[src/rtl/core/palette_lookup_or_add_defines.svh]
// Assertion macros used by the palette top module, palette_lookup_or_add.
// Each macro expects clk and rst to be visible in the scope where it is used.
`ifndef PALETTE_LOOKUP_OR_ADD_DEFINES_SVH
`define PALETTE_LOOKUP_OR_ADD_DEFINES_SVH

// Same-cycle implication.
`define PAL_ASSERT_IMP(label, cond, expr, msg) \
  label: assert property (@(posedge clk) disable iff (rst) (cond) |-> (expr)) \
    else $error(msg);

// Next-cycle implication.
`define PAL_ASSERT_NEXT(label, cond, expr, msg) \
  label: assert property (@(posedge clk) disable iff (rst) (cond) |=> (expr)) \
    else $error(msg);

`endif

[src/rtl/core/pal_pkg.sv]
`timescale 1ns / 1ps

package pal_pkg;

  localparam int CMD_W    = 2;
  localparam int COLOR_W  = 32;
  localparam int SLOT_W   = 8;
  localparam int STATUS_W = 2;

  localparam logic [CMD_W-1:0] CMD_LOOKUP = 2'd0;
  localparam logic [CMD_W-1:0] CMD_WRITE  = 2'd1;
  localparam logic [CMD_W-1:0] CMD_READ   = 2'd2;

  localparam logic [STATUS_W-1:0] ST_MATCHED = 2'd0;
  localparam logic [STATUS_W-1:0] ST_ADDED   = 2'd1;
  localparam logic [STATUS_W-1:0] ST_FULL    = 2'd2;
  localparam logic [STATUS_W-1:0] ST_DONE    = 2'd3;

  typedef enum logic [2:0] {
    S_CLEAR,
    S_IDLE,
    S_SCAN,
    S_ADD,
    S_WRITE,
    S_RDREQ,
    S_RDWAIT,
    S_EMIT
  } pal_state_t;

  typedef enum logic [1:0] {
    ASEL_IDX,
    ASEL_REQ,
    ASEL_EMPTY
  } pal_asel_t;

  typedef enum logic [2:0] {
    RES_NONE,
    RES_MATCH,
    RES_ADD,
    RES_FULL,
    RES_WRITE,
    RES_READ,
    RES_NOP
  } pal_res_t;

  typedef struct packed {
    logic      in_rdy;
    logic      idx_clr;
    logic      idx_inc;
    logic      scan_en;
    logic      ram_we;
    logic      wr_zero;
    pal_asel_t asel;
    pal_res_t  res_op;
    logic      out_load;
  } pal_ctl_t;

  typedef struct packed {
    logic hit;
    logic cmp_last;
    logic idx_last;
    logic empty_any;
    logic addr_ok;
    logic out_free;
  } pal_stat_t;

endpackage

[src/rtl/core/pal_ctrl.sv]
`timescale 1ns / 1ps

module pal_ctrl (
  input  logic                      clk,
  input  logic                      rst,
  input  logic                      in_fire,
  input  logic [pal_pkg::CMD_W-1:0] command,
  input  pal_pkg::pal_stat_t        stat,
  output pal_pkg::pal_ctl_t         ctl
);

  import pal_pkg::*;

  pal_state_t state;
  pal_state_t state_next;

  always_ff @(posedge clk) begin
    if (rst) begin
      state <= S_CLEAR;
    end else begin
      state <= state_next;
    end
  end

  always_comb begin
    state_next = state;
    case (state)
      S_CLEAR: begin
        if (stat.idx_last) begin
          state_next = S_IDLE;
        end
      end
      S_IDLE: begin
        if (in_fire) begin
          case (command)
            CMD_LOOKUP: state_next = S_SCAN;
            CMD_WRITE:  state_next = S_WRITE;
            CMD_READ:   state_next = S_RDREQ;
            default:    state_next = S_EMIT;
          endcase
        end
      end
      S_SCAN: begin
        if (stat.hit) begin
          state_next = S_EMIT;
        end else if (stat.cmp_last) begin
          state_next = stat.empty_any ? S_ADD : S_EMIT;
        end
      end
      S_ADD:    state_next = S_EMIT;
      S_WRITE:  state_next = S_EMIT;
      S_RDREQ:  state_next = S_RDWAIT;
      S_RDWAIT: state_next = S_EMIT;
      S_EMIT: begin
        if (stat.out_free) begin
          state_next = S_IDLE;
        end
      end
      default:  state_next = S_IDLE;
    endcase
  end

  always_comb begin
    ctl = '{in_rdy: 1'b0, idx_clr: 1'b0, idx_inc: 1'b0, scan_en: 1'b0, ram_we: 1'b0,
            wr_zero: 1'b0, asel: ASEL_IDX, res_op: RES_NONE, out_load: 1'b0};
    case (state)
      S_CLEAR: begin
        ctl.ram_we  = 1'b1;
        ctl.wr_zero = 1'b1;
        ctl.idx_inc = 1'b1;
        if (stat.idx_last) begin
          ctl.idx_clr = 1'b1;
        end
      end
      S_IDLE: begin
        ctl.in_rdy = 1'b1;
        if (in_fire) begin
          case (command)
            CMD_LOOKUP: ctl.idx_clr = 1'b1;
            CMD_WRITE:  ctl.res_op  = RES_NONE;
            CMD_READ:   ctl.res_op  = RES_NONE;
            default:    ctl.res_op  = RES_NOP;
          endcase
        end
      end
      S_SCAN: begin
        ctl.scan_en = 1'b1;
        ctl.idx_inc = 1'b1;
        if (stat.hit) begin
          ctl.res_op = RES_MATCH;
        end else if (stat.cmp_last && !stat.empty_any) begin
          ctl.res_op = RES_FULL;
        end
      end
      S_ADD: begin
        ctl.ram_we = 1'b1;
        ctl.asel   = ASEL_EMPTY;
        ctl.res_op = RES_ADD;
      end
      S_WRITE: begin
        ctl.ram_we = stat.addr_ok;
        ctl.asel   = ASEL_REQ;
        ctl.res_op = RES_WRITE;
      end
      S_RDREQ: begin
        ctl.asel = ASEL_REQ;
      end
      S_RDWAIT: begin
        ctl.res_op = RES_READ;
      end
      S_EMIT: begin
        ctl.out_load = stat.out_free;
      end
      default: begin
        ctl.in_rdy = 1'b0;
      end
    endcase
  end

endmodule

[config.mk]
export PLATFORM = sky130hd
export DESIGN_NAME = pal_ctrl
export DESIGN_NICKNAME = d
export VERILOG_FILES = /design/src/rtl/core/palette_lookup_or_add_defines.svh /design/src/rtl/core/pal_pkg.sv /design/src/rtl/core/pal_ctrl.sv
export SDC_FILE = /design/constraint.sdc
export NUM_CORES = 1
export LEC_CHECK = 0
export ABC_AREA = 1
export BUFFER_PORTS_ARGS = -buffer_cell sky130_fd_sc_hd__clkbuf_2
export CELL_PAD_IN_SITES_DETAIL_PLACEMENT = 1
export CELL_PAD_IN_SITES_GLOBAL_PLACEMENT = 1
export CORE_MARGIN = 2
export CORE_UTILIZATION = 31
export CTS_BUF_LIST = sky130_fd_sc_hd__clkbuf_4 sky130_fd_sc_hd__clkbuf_8
export DETAILED_ROUTE_END_ITERATION = 10
export GPL_TIMING_DRIVEN = 0
export PLACE_DENSITY_LB_ADDON = 0.1
export SYNTH_ARGS = -nofsm -noshare
export SYNTH_HDL_FRONTEND = slang
export SYNTH_SLANG_ARGS = --single-unit
[constraint.sdc]
create_clock -name clk -period 2.08 [get_ports clk]
set_input_delay 0.312 -clock clk [delete_from_list [all_inputs] [get_ports clk]]
set_output_delay 0.312 -clock clk [all_outputs]
set_load 0.05 [all_outputs]
==> results of run 1 <==
[through the flow]
| step | setup WS, ps | TNS (ps) | total power, W | hold slack, ps |
|---|---|---|---|---|
| CTS | 164 | 0 | 0.00101 | 268 |
| global route | 45.1 | 0 | 0.00107 | 261 |
| detailed placement | 415 | 0 | 0.000890 | 514 |
| global placement | 432 | 0 | 0.000881 | 510 |
| finish | 193 | 0 | 0.000994 | 271 |
| floorplan | -24.7 | -24.7 | 0.000727 | 374 |
[cells in the final DEF (no fill, tap or decap), types with 3 or more instances in the layout]
| cell | count |
|---|---|
| o21ai_0 | 3 |
| nand3_1 | 5 |
| ha_1 | 4 |
| nor2_2 | 3 |
| inv_1 | 12 |
| nand3_2 | 3 |
| nand2_1 | 15 |
| nor2_1 | 7 |
| clkbuf_4 | 4 |
| clkbuf_2 | 22 |
| dfxtp_1 | 3 |
| inv_2 | 3 |
[worst max-delay path, delay by kind of cell, from the launching register on]
kind                   cells  cell delay (ps)
buffers and inverters      3              520
DFF                        1              300
and+or+nand+nor            2              290
AOI/OAI and AO/OA          1              230
[area by class of cell]
| type | instances | area, sq um |
|---|---|---|
| fillers | 205 | 697 |
| multi-input cells | 52 | 313 |
| repair buffers | 22 | 110 |
| flip-flops and latches | 3 | 60.1 |
| inverters | 16 | 60.1 |
| clock buffers | 4 | 30.0 |
| well taps | 15 | 18.8 |
| plain buffers | 2 | 12.5 |
[logic make-up (layout without fill, tap and decap cells)]
kind of cell / count (synthesis) / after routing / synth area share, %
AND/OR/NAND/NOR: 38 / 38 / 44.1
adder cells (fa/ha/maj): 4 / 4 / 11.6
flip-flops: 3 / 3 / 13.9
AO/OA/AOI/OAI: 10 / 10 / 13.6
buffers and inverters: 18 / 44 / 16.8
[power groups by stage]
stage / Clock (W) / Combinational [W] / Sequential (W)
3_5_place_dp: 0 / 0.000782 / 0.000108
2_1_floorplan: 0 / 0.000626 / 0.000101
3_3_place_gp: 0 / 0.000772 / 0.000110
5_1_grt: 0.000126 / 0.000836 / 0.000111
4_1_cts: 0.000118 / 0.000785 / 0.000107
6_report: 0.000115 / 0.000773 / 0.000106
[worst min path at each step]
| stage | start | cells after the start | end | slack (ps) |
|---|---|---|---|---|
| global placement | rst | 2 | state[1]$_SDFFE_PP0P_ | 510 |
| detailed placement | rst | 2 | state[1]$_SDFFE_PP0P_ | 510 |
| floorplan | rst | 1 | state[1]$_SDFFE_PP0P_ | 370 |
| global route | rst | 2 | state[1]$_SDFFE_PP0P_ | 260 |
| CTS | rst | 2 | state[1]$_SDFFE_PP0P_ | 270 |
| finish | rst | 2 | state[1]$_SDFFE_PP0P_ | 270 |
[layer usage]
layer / GRT usage [%] / vias up / part of all wire [%]
met5: 0 / - / 0
met4: 2.42 / 0 / 0
met3: 3.19 / 0 / 4.2
met2: 30.5 / 14 / 52
met1: 19.1 / 228 / 44
li1: - / 277 / -
==> summary.md, run 1 <==
| Metric | Value |
|---|---|
| Status | `finished, final reports clean` |
| CTS tree | `built` |
| # hold bufs at CTS | `0` |
| Comb pwr share | `77.8%` |
| Layout area overhead | `40.0%` |
| Die width | `41.3 um` |
| CTS Buf Count | `3` |
| DRT antenna net count | `0` |
| Root Driver | `clkbuf_4` |
| Sequential share of power | `10.7%` |
| Synth cell types | `22` |
| CP Data Required Time | `1770 ps` |
| Power Density | `1640 mW/mm^2` |
| Syn Std Cell Area | `432 sq um` |
| Routed vias | `519` |
| Bufs on Longest Clock Path | `2` |
| Post-CTS Setup Inserts | `0` |
| FF+latch count, synth | `3` |
| Initial antenna violation count | `0` |
| Clk pwr share | `11.5%` |
| Crit path to | `ctl[2]` |
| Post-synthesis cell count | `73` |
| Reg2Reg Setup Slack | `840 ps` |
| Minimum clock period | `1890 ps` |
| Setup crit end kind | `primary output` |
| Syn_area_per_cell | `5.91 sq um` |
| Vias in the first global route | `455` |
| Most common library cells after synthesis | `nand2_1, inv_1, nor2_1` |
| Hold Path Class | `input pin to flip-flop` |
| Iteration count of the initial detailed-routing pass | `2` |
| Final HPWL from detailed placement | `1.05 mm` |
| Leak | `0.370 nW` |
| Worst Clk Skew | `0.366 ps` |
| Cells along the critical path | `buf_4 > inv_2 > nor2_1 > nand2_1 > o311ai_2 > clkbuf_2` |
| Wire per inst | `10.3 um` |
| Syn. warnings | `0` |
| Initial Util | `33.2%` |
| Share of the synthesized area in the top cell type | `13.9%` |
| Final Hold Fails | `0` |
| H-tree Lvls | `1` |
| GP Congestion | `0.718` |
| Ys flop type | `dfxtp_1` |
| Share of layout cells above drive strength 1 | `44.4%` |
| RSZ-0062 raised after global routing | `no` |
| DRT Wirelength | `1.18 mm` |
| Slowest cell delay on critical path | `320 ps` |
| Normalized max-slew margin | `78.6%` |
| Core area | `0.00130 sq mm` |
| CP Launch Type | `flip-flop` |
| Switching Share | `65.1%` |
| Clock Latency Late Sink | `230 ps` |
| Sequential-to-total area share from yosys stat | `13.9%` |
| RR Startpoint | `state[2]$_SDFFE_PP0P_` |
| Final Cycle Share | `90.7%` |
| Largest net degree at the start of global routing | `10` |
| DP Cell Count | `110` |
| # rows | `13` |
| Max-slew violations | `0` |
| Max reg flops | `3` |
| Net Switching | `0.000647 W` |
| WS Path Type | `flip-flop to primary output` |
| Io pins | `23` |
| DP Area | `574 sq um` |
| Worst Tran Pin Value | `321 ps` |
| Total global-route track usage | `16.2%` |
| Fin area | `604 sq um` |
| Leading area contributor after synthesis | `dfxtp_1` |
| Drt via density | `4.55` |
| Worst Reg-to-Reg Cells | `7` |
| Full die area | `0.00171 sq mm` |
| Clock sink count | `3` |
| Crit. Startpoint | `state[1]$_SDFFE_PP0P_` |
| Mapped Nets | `88` |
| Final design utilization | `46.4%` |
| Largest registers | `state x3` |
| Fmax achieved | `530 MHz` |
| Most flops, register | `state` |
| I/O Buffers | `22` |
| Top-count cell post-synth | `nand2_1` |
| Peak VDD IR | `0.639 mV` |
| Nets | `115` |
| Max-cap viol count | `0` |
| Synth async-reset ratio | `0%` |
| Worst-path clk slew | `40 ps` |
| DRC | `0` |
| CTS resizes | `0` |
| Top cells by area, synth | `dfxtp_1, nand2_1, ha_1, inv_1, nand3_2` |
| Post-synth EDFFs | `0` |
| Antenna cells | `0` |
| DR iter-0 viols | `3` |
| Max Fanout on Critical Path | `9` |
| Final setup viols | `0` |
| Arr. time, crit path | `1580 ps` |
| First-pass GRT wire length | `1.83 mm` |
| Die Y | `41.3 um` |
| Final non-filler cell total | `114` |
| FF-to-FF End | `state[1]$_SDFFE_PP0P_` |
| Pint | `0.000347 W` |
| GRT overflow | `0` |
| Slowest cell on crit path | `clkbuf_2` |
(Power assumes the default switching activity.)
==> run 2, diff against run 1 <==
==> constraint.sdc (replaced) <==
create_clock -name clk -period 2.08 [get_ports clk]
set_input_delay 0.312 -clock clk [delete_from_list [all_inputs] [get_ports clk]]
set_output_delay 0.312 -clock clk [all_outputs]
set_load 0.02 [all_outputs]
==> run 2 against run 1 <==
Against the previous run: clock skew grew 4.6 ps; via count up 2.5%; core utilization down 1.1 points; critical path type unchanged; hold slack better by 2.2 ps; largest power group unchanged.
==> summary.md, run 2 (same netlist as run 1, synthesis figures left out) <==
| Metric | Value |
|---|---|
| First-pass GRT wire length | `1.85 mm (was 1.83 mm)` |
| Setup crit end kind | `primary output (unchanged)` |
| GP Congestion | `0.788 (was 0.718)` |
| Worst-path clk slew | `30 ps (was 40 ps)` |
| Wire per inst | `11.0 um (was 10.3 um)` |
| Iteration count of the initial detailed-routing pass | `2 (unchanged)` |
| CP delay by family, top | `buffers and inverters (unchanged)` |
| Antenna cells | `0 (unchanged)` |
| GRT overflow | `0 (unchanged)` |
| Worst Clk Skew | `4.98 ps (was 0.366 ps)` |
| Layout area overhead | `36.8% (was 40.0%)` |
| Worst Tran Pin Value | `287 ps (was 321 ps)` |
| # hold bufs at CTS | `0 (unchanged)` |
| Final Cycle Share | `87.3% (was 90.7%)` |
| Multi-input gate area | `299 sq um (was 313 sq um)` |
| H-tree Lvls | `1 (unchanged)` |
| Flip-flop and latch area | `60.1 sq um (unchanged)` |
| Core area | `0.00130 sq mm (unchanged)` |
| Share of layout cells above drive strength 1 | `41.4% (was 44.4%)` |
| Max-slew violations | `0 (unchanged)` |
| Bufs on Longest Clock Path | `2 (unchanged)` |
| CP Launch Type | `flip-flop (unchanged)` |
| Fmax achieved | `551 MHz (was 530 MHz)` |
| Hold Path Class | `input pin to flip-flop (unchanged)` |
| Full die area | `0.00171 sq mm (unchanged)` |
| Cells along the critical path | `buf_4 > nor2_1 > inv_1 > nor2_1 > inv_1 > o21ai_1 > clkbuf_2 (was buf_4 > inv_2 > nor2_1 > nand2_1 > o311ai_2 > clkbuf_2)` |
| Final Hold Fails | `0 (unchanged)` |
| Minimum clock period | `1820 ps (was 1890 ps)` |
| RSZ-0062 raised after global routing | `no (unchanged)` |
| DRT antenna net count | `0 (unchanged)` |
| Worst hold slack | `274 ps (was 271 ps)` |
| Most flops, register | `state (unchanged)` |
| CTS resizes | `0 (unchanged)` |
| # rows | `13 (unchanged)` |
| Most frequent cells in the layout | `clkbuf_2, nand2_1, inv_1 (unchanged)` |
| CTS tree | `built (unchanged)` |
| CTS Buf Count | `3 (unchanged)` |
| Post-CTS Setup Inserts | `0 (unchanged)` |
| Clock sink count | `3 (unchanged)` |
| Initial Util | `33.2% (unchanged)` |
| DRT Wirelength | `1.25 mm (was 1.18 mm)` |
| Max-cap viol count | `0 (unchanged)` |
| Normalized max-slew margin | `80.9% (was 78.6%)` |
| CP Data Required Time | `1770 ps (about the same)` |
| Power Density | `1320 mW/mm^2 (was 1640 mW/mm^2)` |
| Root Driver | `clkbuf_4 (unchanged)` |
| Most common cell after layout, fill and taps aside | `clkbuf_2 (unchanged)` |
| Peak VDD IR | `0.385 mV (was 0.639 mV)` |
| DRC | `0 (unchanged)` |
| Total global-route track usage | `17.3% (was 16.2%)` |
| Nets | `115 (unchanged)` |
| CP Buf/Inv Count | `4 (was 3)` |
| Clock Latency Late Sink | `240 ps (was 230 ps)` |
| Status | `finished, final reports clean (unchanged)` |
| Initial antenna violation count | `0 (unchanged)` |
| Setup TNS | `0 ps (unchanged)` |
| Slowest cell delay on critical path | `290 ps (was 320 ps)` |
| Leak | `0.366 nW (was 0.370 nW)` |
| Largest net degree at the start of global routing | `10 (unchanged)` |
| Final HPWL from detailed placement | `1.04 mm (was 1.05 mm)` |
| Largest registers | `state x3 (unchanged)` |
| Die Y | `41.3 um (unchanged)` |
| Io pins | `23 (unchanged)` |
| Arr. time, crit path | `1500 ps (was 1580 ps)` |
| Max reg flops | `3 (unchanged)` |
| WS Path Type | `flip-flop to primary output (unchanged)` |
| DR iter-0 viols | `8 (was 3)` |
| Drt via density | `4.67 (was 4.55)` |
| Slowest cell on crit path | `dfxtp_1 (was clkbuf_2)` |
| Die width | `41.3 um (unchanged)` |
| Fillers | `198 (was 205)` |
| Vias in the first global route | `446 (was 455)` |
| I/O Buffers | `22 (unchanged)` |
| Final setup viols | `0 (unchanged)` |
| Max Fanout on Critical Path | `9 (unchanged)` |
| Routed vias | `532 (was 519)` |
[run 2: where the power goes]
group          internal (W)  switching (W)  total [W]
logic              0.000176       0.000384   0.000560
clock network     0.0000850      0.0000329   0.000118
registers         0.0000799      0.0000238   0.000104
[run 2: layout make-up]
cell class              count  share of cell area, %
flip-flops and latches      3                   10.2
repair buffers             22                   18.6
multi-input cells          52                   50.6
clock buffers               4                   5.08
plain buffers               2                   2.12
inverters                  16                   10.2
well taps                  15                   3.18
[run 2: worst reg2reg max path, cell delays in order (launching register included)]
cell      delay [ps]
dfxtp_1          470
inv_2            160
nand3_2          120
nand2_1           60
clkinv_1          60
nand3_1           70
nand2_1           90
a21oi_2           50
[run 2: metal layers]
layer | track usage, % | vias to the layer above | part of all wire (%)
met5 | 0 | - | 0
met4 | 12.1 | 0 | 4.2
met3 | 6.38 | 6 | 6.5
met2 | 25.8 | 18 | 45
met1 | 20.4 | 229 | 44
li1 | - | 279 | -
[run 2: metrics by stage]
stage | std cells | util (%) | setup WS, ps | total power [W] | cell area, sq um
2_1_floorplan | 73 | - | 353 | 0.000502 | 432
3_3_place_gp | 110 | 43.1 | 533 | 0.000659 | 561
3_5_place_dp | 110 | 43.1 | 511 | 0.000670 | 561
4_1_cts | 114 | 45.4 | 236 | 0.000794 | 591
5_1_grt | 114 | 45.4 | 92.1 | 0.000859 | 591
6_report | 114 | 45.4 | 264 | 0.000782 | 591
[run 2: path summary, 6_finish.rpt]
kind	from	endpoint	slack, ps	depth (start not counted)
setup / recovery	state[1]$_SDFFE_PP0P_	ctl[10]	260	7
hold / removal	rst	state[1]$_SDFFE_PP0P_	270	2
setup reg to reg	state[2]$_SDFFE_PP0P_	state[1]$_SDFFE_PP0P_	860	7
hold reg to reg	state[2]$_SDFFE_PP0P_	state[2]$_SDFFE_PP0P_	630	2
==> run 3, diff against run 2 <==
--- a/config.mk
+++ b/config.mk
@@ -14,7 +14,7 @@
 export CTS_BUF_LIST = sky130_fd_sc_hd__clkbuf_4 sky130_fd_sc_hd__clkbuf_8
 export DETAILED_ROUTE_END_ITERATION = 10
 export GPL_TIMING_DRIVEN = 0
-export PLACE_DENSITY_LB_ADDON = 0.1
+export PLACE_DENSITY = 0.95
 export SYNTH_ARGS = -nofsm -noshare
 export SYNTH_HDL_FRONTEND = slang
 export SYNTH_SLANG_ARGS = --single-unit
==> run 3 against run 2 <==
Against the previous run: combinational power hardly changed; clock power hardly changed; maximum frequency is 1.3% higher; sequential power hardly changed; wire length is 5.0% higher; worst setup slack better by 24 ps; hold slack worse by 1.9 ps; power is 0.34% higher; core utilization stayed put; first-iteration DRC count is 100% lower; via count is 4.1% higher; clock-buffer cell count stayed put.
==> summary.md, run 3 (same netlist as run 1, synthesis figures left out) <==
| Metric | Value |
|---|---|
| DRC | `0 (unchanged)` |
| Switching Share | `56.5% (was 56.3%)` |
| # rows | `13 (unchanged)` |
| WS Path Type | `flip-flop to primary output (unchanged)` |
| Worst Hold Path Cells | `2 (unchanged)` |
| DP Area | `561 sq um (unchanged)` |
| Worst Tran Pin Value | `319 ps (was 287 ps)` |
| Most common cell after layout, fill and taps aside | `clkbuf_2 (unchanged)` |
| GR peak layer | `met2 (unchanged)` |
| Routed vias | `554 (was 532)` |
| CP Data Required Time | `1770 ps (about the same)` |
| Status | `finished, final reports clean (unchanged)` |
| Sequential share of power | `13.5% (was 13.3%)` |
| Critical path depth | `6 (was 7)` |
| Dpl ws | `526 ps (was 511 ps)` |
| Worst Clk Skew | `2.62 ps (was 4.98 ps)` |
| Fin area | `591 sq um (unchanged)` |
| Setup crit end kind | `primary output (unchanged)` |
| Most frequent cells in the layout | `clkbuf_2, nand2_1, inv_1 (unchanged)` |
| Largest net degree at the start of global routing | `10 (unchanged)` |
| Nets | `115 (unchanged)` |
| Vias in the first global route | `498 (was 446)` |
| Cells along the critical path | `buf_2 > nand2_1 > nor2_2 > nand3_1 > o311ai_1 > clkbuf_2 (was buf_4 > nor2_1 > inv_1 > nor2_1 > inv_1 > o21ai_1 > clkbuf_2)` |
| DRT antenna net count | `0 (unchanged)` |
| Worst Hold End | `state[1]$_SDFFE_PP0P_ (unchanged)` |
| Power Total | `0.000784 W (was 0.000782 W)` |
| Final Hold Fails | `0 (unchanged)` |
| CP delay by family, top | `simple AND/OR/NAND/NOR gates (was buffers and inverters)` |
| Net Switching | `0.000443 W (was 0.000440 W)` |
| DR iter-0 viols | `0 (was 8)` |
| H-tree Lvls | `1 (unchanged)` |
| Die width | `41.3 um (unchanged)` |
| Max reg flops | `3 (unchanged)` |
| Drt via density | `4.86 (was 4.67)` |
| CTS resizes | `0 (unchanged)` |
| Setup TNS | `0 ps (unchanged)` |
| Initial antenna violation count | `0 (unchanged)` |
| DRT Wirelength | `1.31 mm (was 1.25 mm)` |
| Post-CTS Setup Inserts | `0 (unchanged)` |
| Max-slew violations | `0 (unchanged)` |
| Initial Util | `33.2% (unchanged)` |
| Share of layout cells above drive strength 1 | `41.4% (unchanged)` |
| Pint | `0.000341 W (about the same)` |
| CTS Buf Count | `3 (unchanged)` |
| Slowest cell on crit path | `dfxtp_1 (unchanged)` |
| Max Fanout on Critical Path | `8 (was 9)` |
| Leak | `0.366 nW (unchanged)` |
| Arr. time, crit path | `1480 ps (was 1500 ps)` |
| M3 GR Usage | `6.38% (unchanged)` |
| Global Route met2 Usage | `37.1% (was 25.8%)` |
| CTS tree | `built (unchanged)` |
| CP Buf/Inv Count | `2 (was 4)` |
| Bufs on Longest Clock Path | `2 (unchanged)` |
| Antenna cells | `0 (unchanged)` |
| RR Startpoint | `state[2]$_SDFFE_PP0P_ (unchanged)` |
| RSZ-0062 raised after global routing | `no (unchanged)` |
| Power Density | `1330 mW/mm^2 (was 1320 mW/mm^2)` |
| Root Driver | `clkbuf_4 (unchanged)` |
| Die Y | `41.3 um (unchanged)` |
| Worst Reg-to-Reg Cells | `6 (was 7)` |
| # hold bufs at CTS | `0 (unchanged)` |
| CP Launch Type | `flip-flop (unchanged)` |
| Flip-flop and latch area | `60.1 sq um (unchanged)` |
| Worst-path clk slew | `40 ps (was 30 ps)` |
| Core area | `0.00130 sq mm (unchanged)` |
| GP Congestion | `0.764 (was 0.788)` |
| Clock sink count | `3 (unchanged)` |
| Clk pwr share | `15.3% (was 15.1%)` |
| Wire per inst | `11.5 um (was 11.0 um)` |
| Io pins | `23 (unchanged)` |
| Fmax achieved | `558 MHz (was 551 MHz)` |
| I/O Buffers | `22 (unchanged)` |
| Final Cycle Share | `86.2% (was 87.3%)` |
| Multi-input gate area | `299 sq um (unchanged)` |
| Largest registers | `state x3 (unchanged)` |
| Hold Path Class | `input pin to flip-flop (unchanged)` |
| Clock Latency Late Sink | `240 ps (about the same)` |
| Slowest cell delay on critical path | `290 ps (about the same)` |
| Reg2Reg Setup Slack | `840 ps (was 860 ps)` |
| Most flops, register | `state (unchanged)` |
| Iteration count of the initial detailed-routing pass | `1 (was 2)` |
| First-pass GRT wire length | `2.00 mm (was 1.85 mm)` |
| Fillers | `198 (unchanged)` |
| Final HPWL from detailed placement | `1.08 mm (was 1.04 mm)` |
| Normalized max-slew margin | `78.7% (was 80.9%)` |
| Max-cap viol count | `0 (unchanged)` |
| Met1 Use GR | `17.5% (was 20.4%)` |
| Total global-route track usage | `18.5% (was 17.3%)` |
| Layout area overhead | `36.8% (unchanged)` |
| Full die area | `0.00171 sq mm (unchanged)` |
| Min-delay src | `rst (unchanged)` |
| Minimum clock period | `1790 ps (was 1820 ps)` |
| GRT overflow | `0 (unchanged)` |
| Worst setup margin | `288 ps (was 264 ps)` |
| FF-to-FF End | `state[1]$_SDFFE_PP0P_ (unchanged)` |
| Final setup viols | `0 (unchanged)` |
| Final design utilization | `45.4% (unchanged)` |
| Comb pwr share | `71.2% (was 71.7%)` |
| Peak VDD IR | `0.414 mV (was 0.385 mV)` |
-- run 3: cell counts in the layout (fill, tap and decap cells not counted) --
No cell type changed its count.
-- run 3: per-stage QoR --
| step | hold WS [ps] | cells |
|---|---|---|
| final | 272 | 114 |
| after global routing | 269 | 114 |
| after CTS | 271 | 114 |
| after detailed placement | 513 | 110 |
| after global placement | 508 | 110 |
| after floorplan | 374 | 73 |
-- run 3: per-layer routing --
| metal | wire, um | vias up | part of all wire [%] |
|---|---|---|---|
| met5 | 0 | - | 0 |
| met4 | 11 | 0 | 0.84 |
| met3 | 82 | 3 | 6.2 |
| met2 | 702 | 20 | 53 |
| met1 | 517 | 252 | 39 |
| li1 | - | 279 | - |
-- run 3: cell type report --
class,instances,area share (%)
Buffer,2,2.12
Sequential cell,3,10.2
Clock buffer,4,5.08
Timing Repair Buffer,22,18.6
Inverter,16,10.2
Tap cell,15,3.18
Multi-Input combinational cell,52,50.6
-- run 3: worst register-to-register path: cells and delay by family (launching register included) --
kind	cells	cell delay, ps
buffers and inverters	1	160
flip-flops	1	500
AO/OA/AOI/OAI	1	120
AND/OR/NAND/NOR	4	410
-- run 3: how the worst max path moves through the flow --
| stage | from | endpoint | slack (ps) |
|---|---|---|---|
| after global routing | state[0]$_SDFFE_PP0P_ | ctl[10] | 150 |
| after global placement | state[1]$_SDFFE_PP0P_ | ctl[2] | 550 |
| after floorplan | state[1]$_SDFFE_PP0P_ | ctl[10] | 350 |
| after detailed placement | state[1]$_SDFFE_PP0P_ | ctl[10] | 530 |
| final | state[0]$_SDFFE_PP0P_ | ctl[2] | 290 |
| after CTS | state[0]$_SDFFE_PP0P_ | ctl[10] | 270 |
-- run 3: power by group through the flow --
stage / combinational (W) / sequential, W / clock, W
after CTS: 0.000567 / 0.000105 / 0.000120
final: 0.000559 / 0.000106 / 0.000120
after floorplan: 0.000403 / 0.0000992 / 0
after detailed placement: 0.000563 / 0.000106 / 0
after global routing: 0.000627 / 0.000110 / 0.000131
after global placement: 0.000543 / 0.000105 / 0
